[src/pems_ram.sv]
// ----------------------------------------------------------------------------
// pems_ram: single-port-write, single-port-read synchronous memory
// One write and one registered read per cycle.
// ----------------------------------------------------------------------------
module pems_ram #(
  parameter int W = 8,
  parameter int D = 32
) (
  input  logic                 clk,
  input  logic                 we,
  input  logic [$clog2(D)-1:0] waddr,
  input  logic [W-1:0]         wdata,
  input  logic [$clog2(D)-1:0] raddr,
  output logic [W-1:0]         rdata
);

  logic [W-1:0] mem [D];

  // write, then register the read word
  always_ff @(posedge clk) begin
    if (we) begin
      mem[waddr] <= wdata;
    end
    rdata <= mem[raddr];
  end

endmodule

[config.mk]
export PLATFORM = sky130hd
export DESIGN_NAME = pems_ram
export DESIGN_NICKNAME = d
export VERILOG_FILES = /design/src/pems_ram.sv
export SDC_FILE = /design/constraint.sdc
export NUM_CORES = 1
export LEC_CHECK = 0
export BUFFER_PORTS_ARGS = -buffer_cell sky130_fd_sc_hd__buf_2
export CAP_MARGIN = 10
export CORE_AREA = 2 2 153 155
export CTS_CLUSTER_DIAMETER = 100
export DETAILED_ROUTE_END_ITERATION = 7
export DIE_AREA = 0 0 155 157
export PLACE_DENSITY = 0.7
export SLEW_MARGIN = 20
export SYNTH_ARGS = -nofsm -noshare
export SYNTH_HDL_FRONTEND = slang
export SYNTH_SLANG_ARGS = --single-unit
[constraint.sdc]
create_clock -name clk -period 4.5 [get_ports clk]
set_input_delay 0.9 -clock clk [delete_from_list [all_inputs] [get_ports clk]]
set_output_delay 0.9 -clock clk [all_outputs]
set_load 0.01 [all_outputs]
After elaboration in Yosys (flattened, before gate mapping) --
Memories as Yosys holds them, arrays and structs flattened. A register that Yosys moved wholly into a read port is not among the register bits. Index checks and enable logic that the tools add are counted.
Cells by class: muxes and demuxes 2
Operators with widths (number):
- 2-to-1 mux 1 bit | 2
Word-level totals: register bits after elaboration 0, bits in writable memories 256, output and inout bits 8, logic and storage cells 3, memories kept 1
Memory list:
- mem | words 32, bits a word 8, rd ports 1, clocked after Yosys merged registers in 1, write ports 1, RTL line 17 | logic [W-1:0] mem [D];

Logic depth before layout (Yosys ltp) --
Gate-level depths: netlist of the first run.
word-level depth 2, depth in mapped cells 5, gate-level depth less buffers 3

Worst setup path before layout of the first run --
OpenSTA, ideal clock, no wires.
path kind input to register, from in raddr[2], to reg rdata[0], read port of mem, data arrival time 2582 ps, data required time 4379 ps, setup slack 1798 ps, stages 5, path through clkbuf_1 clkbuf_1 mux4_2 mux4_2 mux2_2
RTL lines:
- start: declaration | RTL line 13 | input logic [$clog2(D)-1:0] raddr,
- end: declaration | RTL line 14 | output logic [W-1:0] rdata

==> results of run 1 <==
==> report_power, final <==
group	switching, mW	internal [mW]
Sequential	0.00979	2.73
Combinational	0.146	0.110
Clock	0.847	1.20
Total	1.00	4.05
==> path summary, 6_finish.rpt <==
check	start	end	slack, ns	cells past startpoint
max reg2reg	mem[31][0]	rdata[0]	2.64	3
min reg2reg	mem[14][4]	rdata[4]	0.91	3
min	raddr[3]	rdata[2]	0.83	2
max	raddr[0]	rdata[0]	1.82	5
==> routing by layer <==
layer / share of wire / routed length, um / global-route usage
met1: 0.43 / 8550 / 0.255
met2: 0.48 / 9570 / 0.266
met3: 0.079 / 1580 / 0.0311
met4: 0.015 / 302 / 0.0379
met5: 0 / 0 / 0
==> area by class of cell <==
type / instances / area [um^2]
clock buffers: 33 / 698
multi-input cells: 133 / 2100
fillers: 1707 / 11200
repair buffers: 30 / 185
clock inverters: 14 / 115
flip-flops and latches: 264 / 7850
well taps: 285 / 357
==> cells in the mapped netlist, drive strengths merged <==
library cell / number / area share
dfxtp: 8 / 0.016
buf: 14 / 0.0083
nor2: 33 / 0.012
nand3b: 5 / 0.0037
or3b: 3 / 0.0026
mux2: 8 / 0.0090
nand2: 1 / 0.00037
nand3: 2 / 0.0010
edfxtp: 256 / 0.76
mux4: 80 / 0.18
or3: 1 / 0.00062
clkbuf: 6 / 0.0022
==> cell families (layout without fill, tap and decap cells) <==
family	Yosys count	after routing	share of synthesized area
flip-flops	264	264	0.781
multiplexers	88	88	0.188
buffers and inverters	20	77	0.0106
AND/OR/NAND/NOR	45	45	0.0207
==> cells in the final DEF, fill, tap and decap left out <==
cell / instances
sky130_fd_sc_hd__buf_2: 26
sky130_fd_sc_hd__clkinv_1: 8
sky130_fd_sc_hd__clkbuf_16: 27
sky130_fd_sc_hd__nor2_1: 33
sky130_fd_sc_hd__buf_4: 2
sky130_fd_sc_hd__clkinv_2: 2
sky130_fd_sc_hd__or3b_2: 3
sky130_fd_sc_hd__dfxtp_1: 8
sky130_fd_sc_hd__nand3_1: 2
sky130_fd_sc_hd__or3_1: 1
sky130_fd_sc_hd__bufinv_16: 2
sky130_fd_sc_hd__buf_12: 2
sky130_fd_sc_hd__clkbuf_1: 6
sky130_fd_sc_hd__mux4_2: 80
sky130_fd_sc_hd__clkinvlp_4: 2
sky130_fd_sc_hd__mux2_2: 8
sky130_fd_sc_hd__edfxtp_1: 256
sky130_fd_sc_hd__nand3b_1: 5
sky130_fd_sc_hd__nand2_1: 1
==> metrics by stage <==
step,power [mW],cells
6_report,5.05,759
3_5_place_dp,3.05,712
4_1_cts,5.09,759
2_1_floorplan,2.94,417
5_1_grt,5.19,759
3_3_place_gp,3.04,712
==> state kept, by name (all words and copies together), names as in the netlist <==
register,count
rdata,8
mem,256
==> results.md, run 1 <==
- Status: completed
- Antenna violations before repair: 1
- Later-pin clock latency in the skew report: 0.51 ns
- Total via count after detailed routing: roughly 4,400
- Synthesized instance count: about 420
- Count of TritonRoute iterations in the first routing pass: 7
- Static leakage: ~3.5 nW
- Critical path, cell by cell: buf_4, buf_12, mux4_2, mux4_2, mux2_2
- IO Port Bufs: 27
- Wire length of the first global-routing pass: 30,000 um
- Total non-filler cell area in the finished layout: around 11,000 um^2
- Worst Tran Pin Value: 0.998 ns
- Number of sinks on the clock net: ~260
- Startpoint types: input port
- Total inserted antenna cells: 0
- Nets in the synthesized netlist: ~440
- Pin count of the biggest net entering global routing: 40
- Buffer and inverter count on the worst path: 2
- Critical path class: input port to register
- Warnings from Yosys: 0
- Ratio of total power to cell area: around 450 nW/um^2
- TritonCTS buffer count: 26
- Final critical path time including I/O delays and setup: between 2 and 3 ns
- Final Core Density: 0.502
- Share of post-route cells with drive strength above 1: 0.325
- Top-Level Pins: 28
- GRT Util Overall: 0.171
- # Post-CTS Setup Buffers: 0
- Synth-to-Final Area Change: 12.4%
- Routed length per instance: 26.4 um
- Residual DRC count: 0
- Vertical extent of the die: 157 um
- DRT Wirelength: approximately 20,000 um
- Reported max-cap violation count: 0
- Number of synthesized register bits: ~260
- Kind of cell adding the most delay to the critical path: multiplexers
- Final Hold Violating Endpoints: 0
- Floorplan Core Area: between 20,000 and 25,000 um^2
- Iteration-0 DRC Markers: roughly 430
- Cell seen most often among critical-path stages: sky130_fd_sc_hd__mux4_2
- Hold buffer count at cts: 0
- Routed Antenna Nets: 0
- Die Footprint: around 24,000 um^2
- Clock transition at the register clock pins on the worst setup and hold paths after CTS: about 0.060 ns
- Share of the clock period used by the worst path after layout: 0.596
- Count of final setup violators: 0
- Standard cell area after detailed placement: about 10,000 um^2
- Worst hold path class: input port to register
- Half-perimeter wire length of the detailed placement result: 12,300 um
- TritonCTS clock tree: yes
- Sequential area share after synthesis: 0.781
- Worst-case setup slack after placement: between 1 and 1.5 ns
- Quantity of gates resized following cts: 0
- Slew Viols, Final: 0
- Layout net count: 475
- CTS root buffer: sky130_fd_sc_hd__clkbuf_16
- Cell with the largest stage delay on the worst path: sky130_fd_sc_hd__mux4_2
- Synthesized area divided by synthesized cell count: 24.1 um^2
- Largest incremental delay on the critical path: just under 0.6 ns
- Effective utilization at floorplan: 0.447
- Final sum of negative setup slack: 0 ns
- Post-route setup slack: 1.82 ns
- Critical path peak fanout: 28
- VDD IR max: between 0.2 and 0.3 mV
- Mapped Area: 10,100 um^2
- Clock tree buffer depth: 3
- CP arrival: between 3 and 4 ns
- Number of rows created at floorplan: 55
- Remaining max-slew budget at the tightest pin: 0.332
- Die X-Extent: approximately 160 um
- Fmax: about 370 MHz
- Data required time at the worst endpoint: between 4 and 5 ns
- Count of distinct cell types in the synthesized netlist: 15
- Placer Congestion: around 0.75
- Detailed-route vias per instance: 5.77
- Number of global-route vias before repair: about 4,600
- Unrepaired setup endpoints after global routing: no
- Critical Path End Type: register
- Fin Clk Skew: ~0.0084 ns
- # H-tree levels: 1
- Global-route congestion overflow total: 0
- Min Hold Slack: about 0.83 ns
No activity file was read; power rests on OpenSTA's default activity.
==> inputs of run 2 (changes only) <==
==> constraint.sdc (replaced) <==
create_clock -name clk -period 2.5 [get_ports clk]
set_input_delay 0.5 -clock clk [delete_from_list [all_inputs] [get_ports clk]]
set_output_delay 0.5 -clock clk [all_outputs]
set_load 0.01 [all_outputs]
==> run 2 against run 1 <==
Compared with the run above: global-route usage grew 0.75 points; utilization grew 2.4 points; routed wire length grew 4.9%; clock skew grew 0.0064 ns; highest routed layer unchanged.
==> results.md, run 2 (synthesis gave the netlist of run 1 again) <==
- Reported max-cap violation count: 0
- Wire length of the first global-routing pass: 31,400 um
- Flip-flop count of the largest register, all copies and words added: between 200 and 300
- Most common cell after layout, fill and taps aside: sky130_fd_sc_hd__edfxtp_1
- TritonCTS buffer count: 27
- Quantity of gates resized following cts: 0
- Cell seen most often among critical-path stages: sky130_fd_sc_hd__mux4_2
- Detailed-route vias per instance: slightly below 6
- Status: completed
- Worst-case setup slack after placement: around 0.096 ns
- Die X-Extent: between 150 and 200 um
- Final sum of negative setup slack: 0 ns
- Top-Level Pins: 28
- Half-perimeter wire length of the detailed placement result: approximately 13,000 um
- Critical Path End Type: register
- Placer Congestion: roughly 0.79
- Post-route setup slack: roughly 0.61 ns
- Number of rows created at floorplan: 55
- Worst Tran Pin Value: between 0.6 and 0.7 ns
- Remaining max-slew budget at the tightest pin: 0.566
- Layout net count: ~500
- Clock tree buffer depth: 3
- Count of TritonRoute iterations in the first routing pass: 4
- Antenna violations before repair: 0
- Data required time at the worst endpoint: ~2.9 ns
- # Post-CTS Setup Buffers: 0
- GRT Util Overall: 0.178
- Fin Clk Skew: about 0.015 ns
- Worst hold path class: input port to register
- Critical path, cell by cell: buf_4, buf_12, mux4_2, mux4_2, mux2_2
- # H-tree levels: 1
- Hold_sp: raddr[3]
- Top reg by flops: mem
- Clock transition at the register clock pins on the worst setup and hold paths after CTS: 0.06 ns
- Effective utilization at floorplan: 0.447
- Final critical path time including I/O delays and setup: roughly 1.9 ns
- Startpoint types: input port
- Residual DRC count: 0
- Share of the clock period used by the worst path after layout: 0.754
- Number of global-route vias before repair: about 4,700
- Ratio of total power to cell area: ~840 nW/um^2
- Number of sinks on the clock net: roughly 260
- Fill cell instance count of the final layout: roughly 1,700
- Synth-to-Final Area Change: 17.8%
- End point of the worst hold path: rdata[0]
- Total inserted antenna cells: 0
- Critical path peak fanout: 20
- Floorplan Core Area: around 23,000 um^2
- Buffer and inverter count on the worst path: 2
- Share of post-route cells with drive strength above 1: 0.396
- Iteration-0 DRC Markers: ~450
- Register-to-Register Setup Slack: ~0.65 ns
- Final Hold Violating Endpoints: 0
- Routed Antenna Nets: 0
- Total via count after detailed routing: approximately 4,700
- Die Footprint: ~24,000 um^2
- IO Port Bufs: 27
- CTS root buffer: sky130_fd_sc_hd__clkbuf_16
- Min Hold Slack: 0.460 ns
- Largest incremental delay on the critical path: ~0.56 ns
- Cell with the largest stage delay on the worst path: sky130_fd_sc_hd__mux4_2
- Global-route congestion overflow total: 0
- Largest registers: mem (256), rdata (8)
- Path depth of the worst reg2reg path: 3
- Kind of cell adding the most delay to the critical path: multiplexers
- Routed length per instance: about 26 um
- Hold buffer count at cts: 0
- Later-pin clock latency in the skew report: roughly 0.53 ns
- Commonest cells after routing, fill and taps aside: 256 x sky130_fd_sc_hd__edfxtp_1, 80 x sky130_fd_sc_hd__mux4_2, 38 x sky130_fd_sc_hd__buf_4
- TritonCTS clock tree: yes
- Depth of the worst hold-timing path: 2
- Unrepaired setup endpoints after global routing: no
- Slew Viols, Final: 0
- CP arrival: 2.29 ns
- Post-route total power: 9.97 mW
- Critical path class: input port to register
- Vertical extent of the die: approximately 160 um
- DRT Wirelength: ~21,000 um
- Count of final setup violators: 0
- VDD IR max: between 0.4 and 0.5 mV
- Source of the worst register-to-register timing path: mem[15][6]
- Pin count of the biggest net entering global routing: 33
- Standard cell area after detailed placement: 10,800 um^2
- Capture point of the worst reg-to-reg path: rdata[6]
- Fmax: about 530 MHz
- Static leakage: between 3 and 4 nW
- Total non-filler cell area in the finished layout: between 10,000 and 15,000 um^2
run 2: power by group:
group          internal [mW]  switching (mW)  total [mW]
Clock                   2.92            1.62        4.54
Sequential              4.92          0.0301        4.95
Combinational          0.217           0.264       0.480
Total                   8.05            1.92        9.97
run 2: metrics by stage:
| step | instances | utilization |
|---|---|---|
| after global placement | 751 | 0.481 |
| final | 800 | 0.526 |
| after detailed placement | 751 | 0.481 |
| after floorplan | 417 | - |
| after global routing | 800 | 0.526 |
| after CTS | 800 | 0.526 |
run 2: cell type report:
cell class	instances	area [um^2]	share of cell area
timing repair buffer	69	515	0.0435
clock buffer	31	691	0.0583
clock inverter	18	332	0.0280
sequential	264	7850	0.663
multi-input combinational	133	2100	0.177
tap	285	357	0.0301
run 2: layer usage:
metal,GRT usage,up-vias,part of all wire
li1,-,1933,-
met1,0.273,2497,0.45
met2,0.275,192,0.46
met3,0.0237,29,0.070
met4,0.0445,0,0.020
met5,0,-,0
run 2: worst max-delay path by stage:
stage / startpoint / endpoint / slack, ns / depth (start not counted)
after floorplan: raddr[2] / rdata[0] / 0.20 / 5
after global placement: raddr[0] / rdata[6] / 0.11 / 5
after detailed placement: raddr[0] / rdata[6] / 0.1 / 5
after CTS: raddr[0] / rdata[6] / 0.60 / 5
after global routing: raddr[0] / rdata[6] / 0.56 / 5
final: raddr[0] / rdata[6] / 0.61 / 5
run 2: worst reg2reg max path: stages, from the launching register on:
cell,delay [ns]
sky130_fd_sc_hd__edfxtp_1,0.37
sky130_fd_sc_hd__mux4_2,0.52
sky130_fd_sc_hd__mux4_2,0.54
sky130_fd_sc_hd__mux2_2,0.30
==> inputs of run 3 (changes only) <==
--- a/config.mk
+++ b/config.mk
@@ -5,12 +5,13 @@
 export SDC_FILE = /design/constraint.sdc
 export NUM_CORES = 1
 export LEC_CHECK = 0
+export ABC_AREA = 1
 export BUFFER_PORTS_ARGS = -buffer_cell sky130_fd_sc_hd__buf_2
 export CAP_MARGIN = 10
-export CORE_AREA = 2 2 153 155
+export CORE_AREA = 2 2 158 160
 export CTS_CLUSTER_DIAMETER = 100
 export DETAILED_ROUTE_END_ITERATION = 7
-export DIE_AREA = 0 0 155 157
+export DIE_AREA = 0 0 160 162
 export PLACE_DENSITY = 0.7
 export SLEW_MARGIN = 20
 export SYNTH_ARGS = -nofsm -noshare
==> constraint.sdc (replaced) <==
create_clock -name clk -period 1.8 [get_ports clk]
set_input_delay 0.36 -clock clk [delete_from_list [all_inputs] [get_ports clk]]
set_output_delay 0.36 -clock clk [all_outputs]
set_load 0.01 [all_outputs]
==> run 3 against run 2 <==
Compared with the run above: non-clock buffer count increased by 12; critical path depth decreased by 4; cell count increased by 65%; global-route usage increased by 1.0 points; highest routed layer unchanged; die area increased by 6.5%; critical endpoint is now rdata[3]; utilization decreased by 1.7 points; sequential cell count unchanged; routed wire length increased by 14%.
==> results.md, run 3 <==
- Status: completed
- Pin count of the biggest net entering global routing: between 40 and 50
- Hold_sp: raddr[4]
- Final sum of negative setup slack: 0 ns
- Reported max-cap violation count: 0
- Quantity of gates resized following cts: 0
- Cell with the largest stage delay on the worst path: sky130_fd_sc_hd__dfxtp_1
- Placer Congestion: roughly 0.80
- Number of global-route vias before repair: about 6,600
- Half-perimeter wire length of the detailed placement result: 14,500 um
- Leading cell types by total area after synthesis: sky130_fd_sc_hd__edfxtp_1 71%, sky130_fd_sc_hd__nand2_1 13%, sky130_fd_sc_hd__nand3_1 9.5%, sky130_fd_sc_hd__buf_6 2.5%, sky130_fd_sc_hd__dfxtp_1 1.5%
- Number of sinks on the clock net: between 200 and 300
- Register-to-Register Setup Slack: around 0.65 ns
- End point of the worst hold path: rdata[2]
- Depth of the worst hold-timing path: 3
- Startpoint types: register
- Unrepaired setup endpoints after global routing: no
- Fmax: between 600 and 700 MHz
- VDD IR max: around 0.69 mV
- Clock tree buffer depth: 3
- Path depth of the worst reg2reg path: 8
- Sequential area share after synthesis: 0.728
- Final critical path time including I/O delays and setup: 1.47 ns
- Mapped Area: around 11,000 um^2
- Total inserted antenna cells: 0
- Net Sw Power: 2.75 mW
- Residual DRC count: 0
- Floorplan Core Area: 24,100 um^2
- Synth-to-Final Area Change: 13.8%
- Routed Antenna Nets: 0
- Switching share of power: 0.213
- Static leakage: around 4.6 nW
- Die Footprint: roughly 26,000 um^2
- # Post-CTS Setup Buffers: 0
- Critical path peak fanout: 1
- Largest incremental delay on the critical path: 0.42 ns
- Share of post-route cells with drive strength above 1: 0.121
- Warnings from Yosys: 0
- Kind of cell adding the most delay to the critical path: flip-flops
- Critical path class: register to primary output
- Count of distinct cell types in the synthesized netlist: 12
- Buffer and inverter count on the worst path: 1
- TritonCTS buffer count: 25
- Remaining max-slew budget at the tightest pin: 0.559
- Layout net count: 998
- Share of the clock period used by the worst path after layout: 0.814
- Routed length per instance: between 15 and 20 um
- Min Hold Slack: 0.233 ns
- DRT Wirelength: between 20,000 and 25,000 um
- Fraction of synthesis flops using an asynchronous set or reset pin: 0
- Worst Tran Pin Value: approximately 0.66 ns
- CTS root buffer: sky130_fd_sc_hd__clkbuf_16
- Combinational share of power: 0.064
- Flip-flop count of the largest register, all copies and words added: between 200 and 300
- Ratio of total power to cell area: roughly 1100 nW/um^2
- Die X-Extent: approximately 160 um
- Vertical extent of the die: approximately 160 um
- Wire length of the first global-routing pass: 37,900 um
- Number of synthesized register bits: roughly 260
- Final Hold Violating Endpoints: 0
- Fin Clk Skew: 0.00669 ns
- GRT Util Overall: 0.189
- Fill cell instance count of the final layout: around 2,100
- Critical path, cell by cell: buf_2
- Design internal power: approximately 10 mW
- Number of rows created at floorplan: between 50 and 60
- Capture point of the worst reg-to-reg path: rdata[7]
- Worst hold path class: input port to register
- EDFF count, synth: roughly 260
- Total via count after detailed routing: 6,931
- Detailed-route vias per instance: between 5 and 6
- Slew Viols, Final: 0
- Source of the worst register-to-register timing path: mem[16][7]
- Hold buffer count at cts: 0
- Top reg by flops: mem
- Largest registers: mem (256), rdata (8)
- TritonCTS clock tree: yes
- Global-route congestion overflow total: 0
- Effective utilization at floorplan: 0.447
- Count of final setup violators: 0
- Top-area cell type share of the netlist area: 0.713
- Iteration-0 DRC Markers: ~660
- Flop pwr share: 0.532
- Data required time at the worst endpoint: 1.44 ns
- Later-pin clock latency in the skew report: approximately 0.5 ns
- Count of TritonRoute iterations in the first routing pass: 5
- Antenna violations before repair: 0
- # H-tree levels: 1
- Clock transition at the register clock pins on the worst setup and hold paths after CTS: approximately 0.06 ns
- Final Core Density: 0.509
- Library cell with the highest instance count after synthesis: sky130_fd_sc_hd__nand2_1
- Synthesized instance count: about 920
- Nets in the synthesized netlist: roughly 940
- Critical Path End Type: primary output
- Share of power burned in the clock network: 0.403
- Largest area contributor in the netlist: sky130_fd_sc_hd__edfxtp_1
- Most common library cells after synthesis: 360 x sky130_fd_sc_hd__nand2_1, 256 x sky130_fd_sc_hd__edfxtp_1, 204 x sky130_fd_sc_hd__nand3_1, 32 x sky130_fd_sc_hd__nor2_1, 24 x sky130_fd_sc_hd__buf_6
- IO Port Bufs: 27
- Top-Level Pins: 28
- Primary FF master, synth: sky130_fd_sc_hd__edfxtp_1
- Synthesized area divided by synthesized cell count: 11.7 um^2
- Most common cell after layout, fill and taps aside: sky130_fd_sc_hd__nand2_1
- CP arrival: ~1.1 ns
- Commonest cells after routing, fill and taps aside: 360 x sky130_fd_sc_hd__nand2_1, 256 x sky130_fd_sc_hd__edfxtp_1, 204 x sky130_fd_sc_hd__nand3_1
==> run 3: changes by cell type in the layout (fill, tap and decap cells not counted), sizes merged, moves of 6 or more <==
cell and change:
buf +12, nand2 +359, bufinv -6, mux2 -8
nand3 +202, mux4 -80, inv +9
==> run 3: how the worst max path moves through the flow <==
| stage | to | cells past startpoint | start | slack, ns |
|---|---|---|---|---|
| after floorplan | mem[0][0] | 3 | waddr[0] | 0.41 |
| after global placement | rdata[0] | 11 | raddr[0] | 0.15 |
| after detailed placement | rdata[0] | 11 | raddr[0] | 0.14 |
| after CTS | rdata[0] | 1 | rdata[0] | 0.30 |
| after global routing | rdata[0] | 1 | rdata[0] | 0.30 |
| final | rdata[3] | 1 | rdata[3] | 0.33 |
==> run 3: per-layer routing <==
| layer | part of all wire | GRT usage | up-vias | wire, um |
|---|---|---|---|---|
| met5 | 0 | 0 | - | 0 |
| met4 | 0.026 | 0.0622 | 0 | 618 |
| met3 | 0.064 | 0.0296 | 43 | 1520 |
| met2 | 0.47 | 0.304 | 248 | 11300 |
| met1 | 0.44 | 0.265 | 3331 | 10600 |
| li1 | - | - | 3309 | - |
==> run 3: worst reg2reg max path, stage by stage (launching register included) <==
cell and delay, ns:
sky130_fd_sc_hd__edfxtp_1 0.37, sky130_fd_sc_hd__nand2_1 0.09, sky130_fd_sc_hd__nand3_1 0.08, sky130_fd_sc_hd__nand3_1 0.11, sky130_fd_sc_hd__nand2_1 0.08, sky130_fd_sc_hd__nand2_1 0.06, sky130_fd_sc_hd__nand2_1 0.06, sky130_fd_sc_hd__nand2_1 0.12
sky130_fd_sc_hd__nand2_1 0.08
==> run 3: final cells by class <==
class                   instances  area, um^2  area share
well taps                     324         405      0.0330
repair buffers                 81         681      0.0554
multi-input cells             596        2490       0.203
flip-flops and latches        264        7850       0.639
clock inverters                13         144      0.0117
inverters                      10        38.8     0.00316
clock buffers                  32         672      0.0547
==> run 3: power by group through the flow <==
stage	combinational (mW)	clock [mW]	sequential (mW)
5_1_grt	0.928	5.52	6.87
3_5_place_dp	0.833	0	7.00
4_1_cts	0.838	5.28	6.87
3_3_place_gp	0.817	0	7.00
2_1_floorplan	0.492	0	6.99
6_report	0.831	5.21	6.87
==> run 3: cell families after synthesis <==
logic type | synth area share
buf+inv | 0.0414
flops | 0.728
simple gates | 0.231
==> run 3: stage by stage <==
stage	std cells	power [mW]	cell area [um^2]	setup slack, ns
2_1_floorplan	922	7.48	10800	0.406
3_3_place_gp	1275	7.82	11500	0.153
3_5_place_dp	1275	7.83	11500	0.143
4_1_cts	1320	13.0	12300	0.303
5_1_grt	1320	13.3	12300	0.296
6_report	1320	12.9	12300	0.335
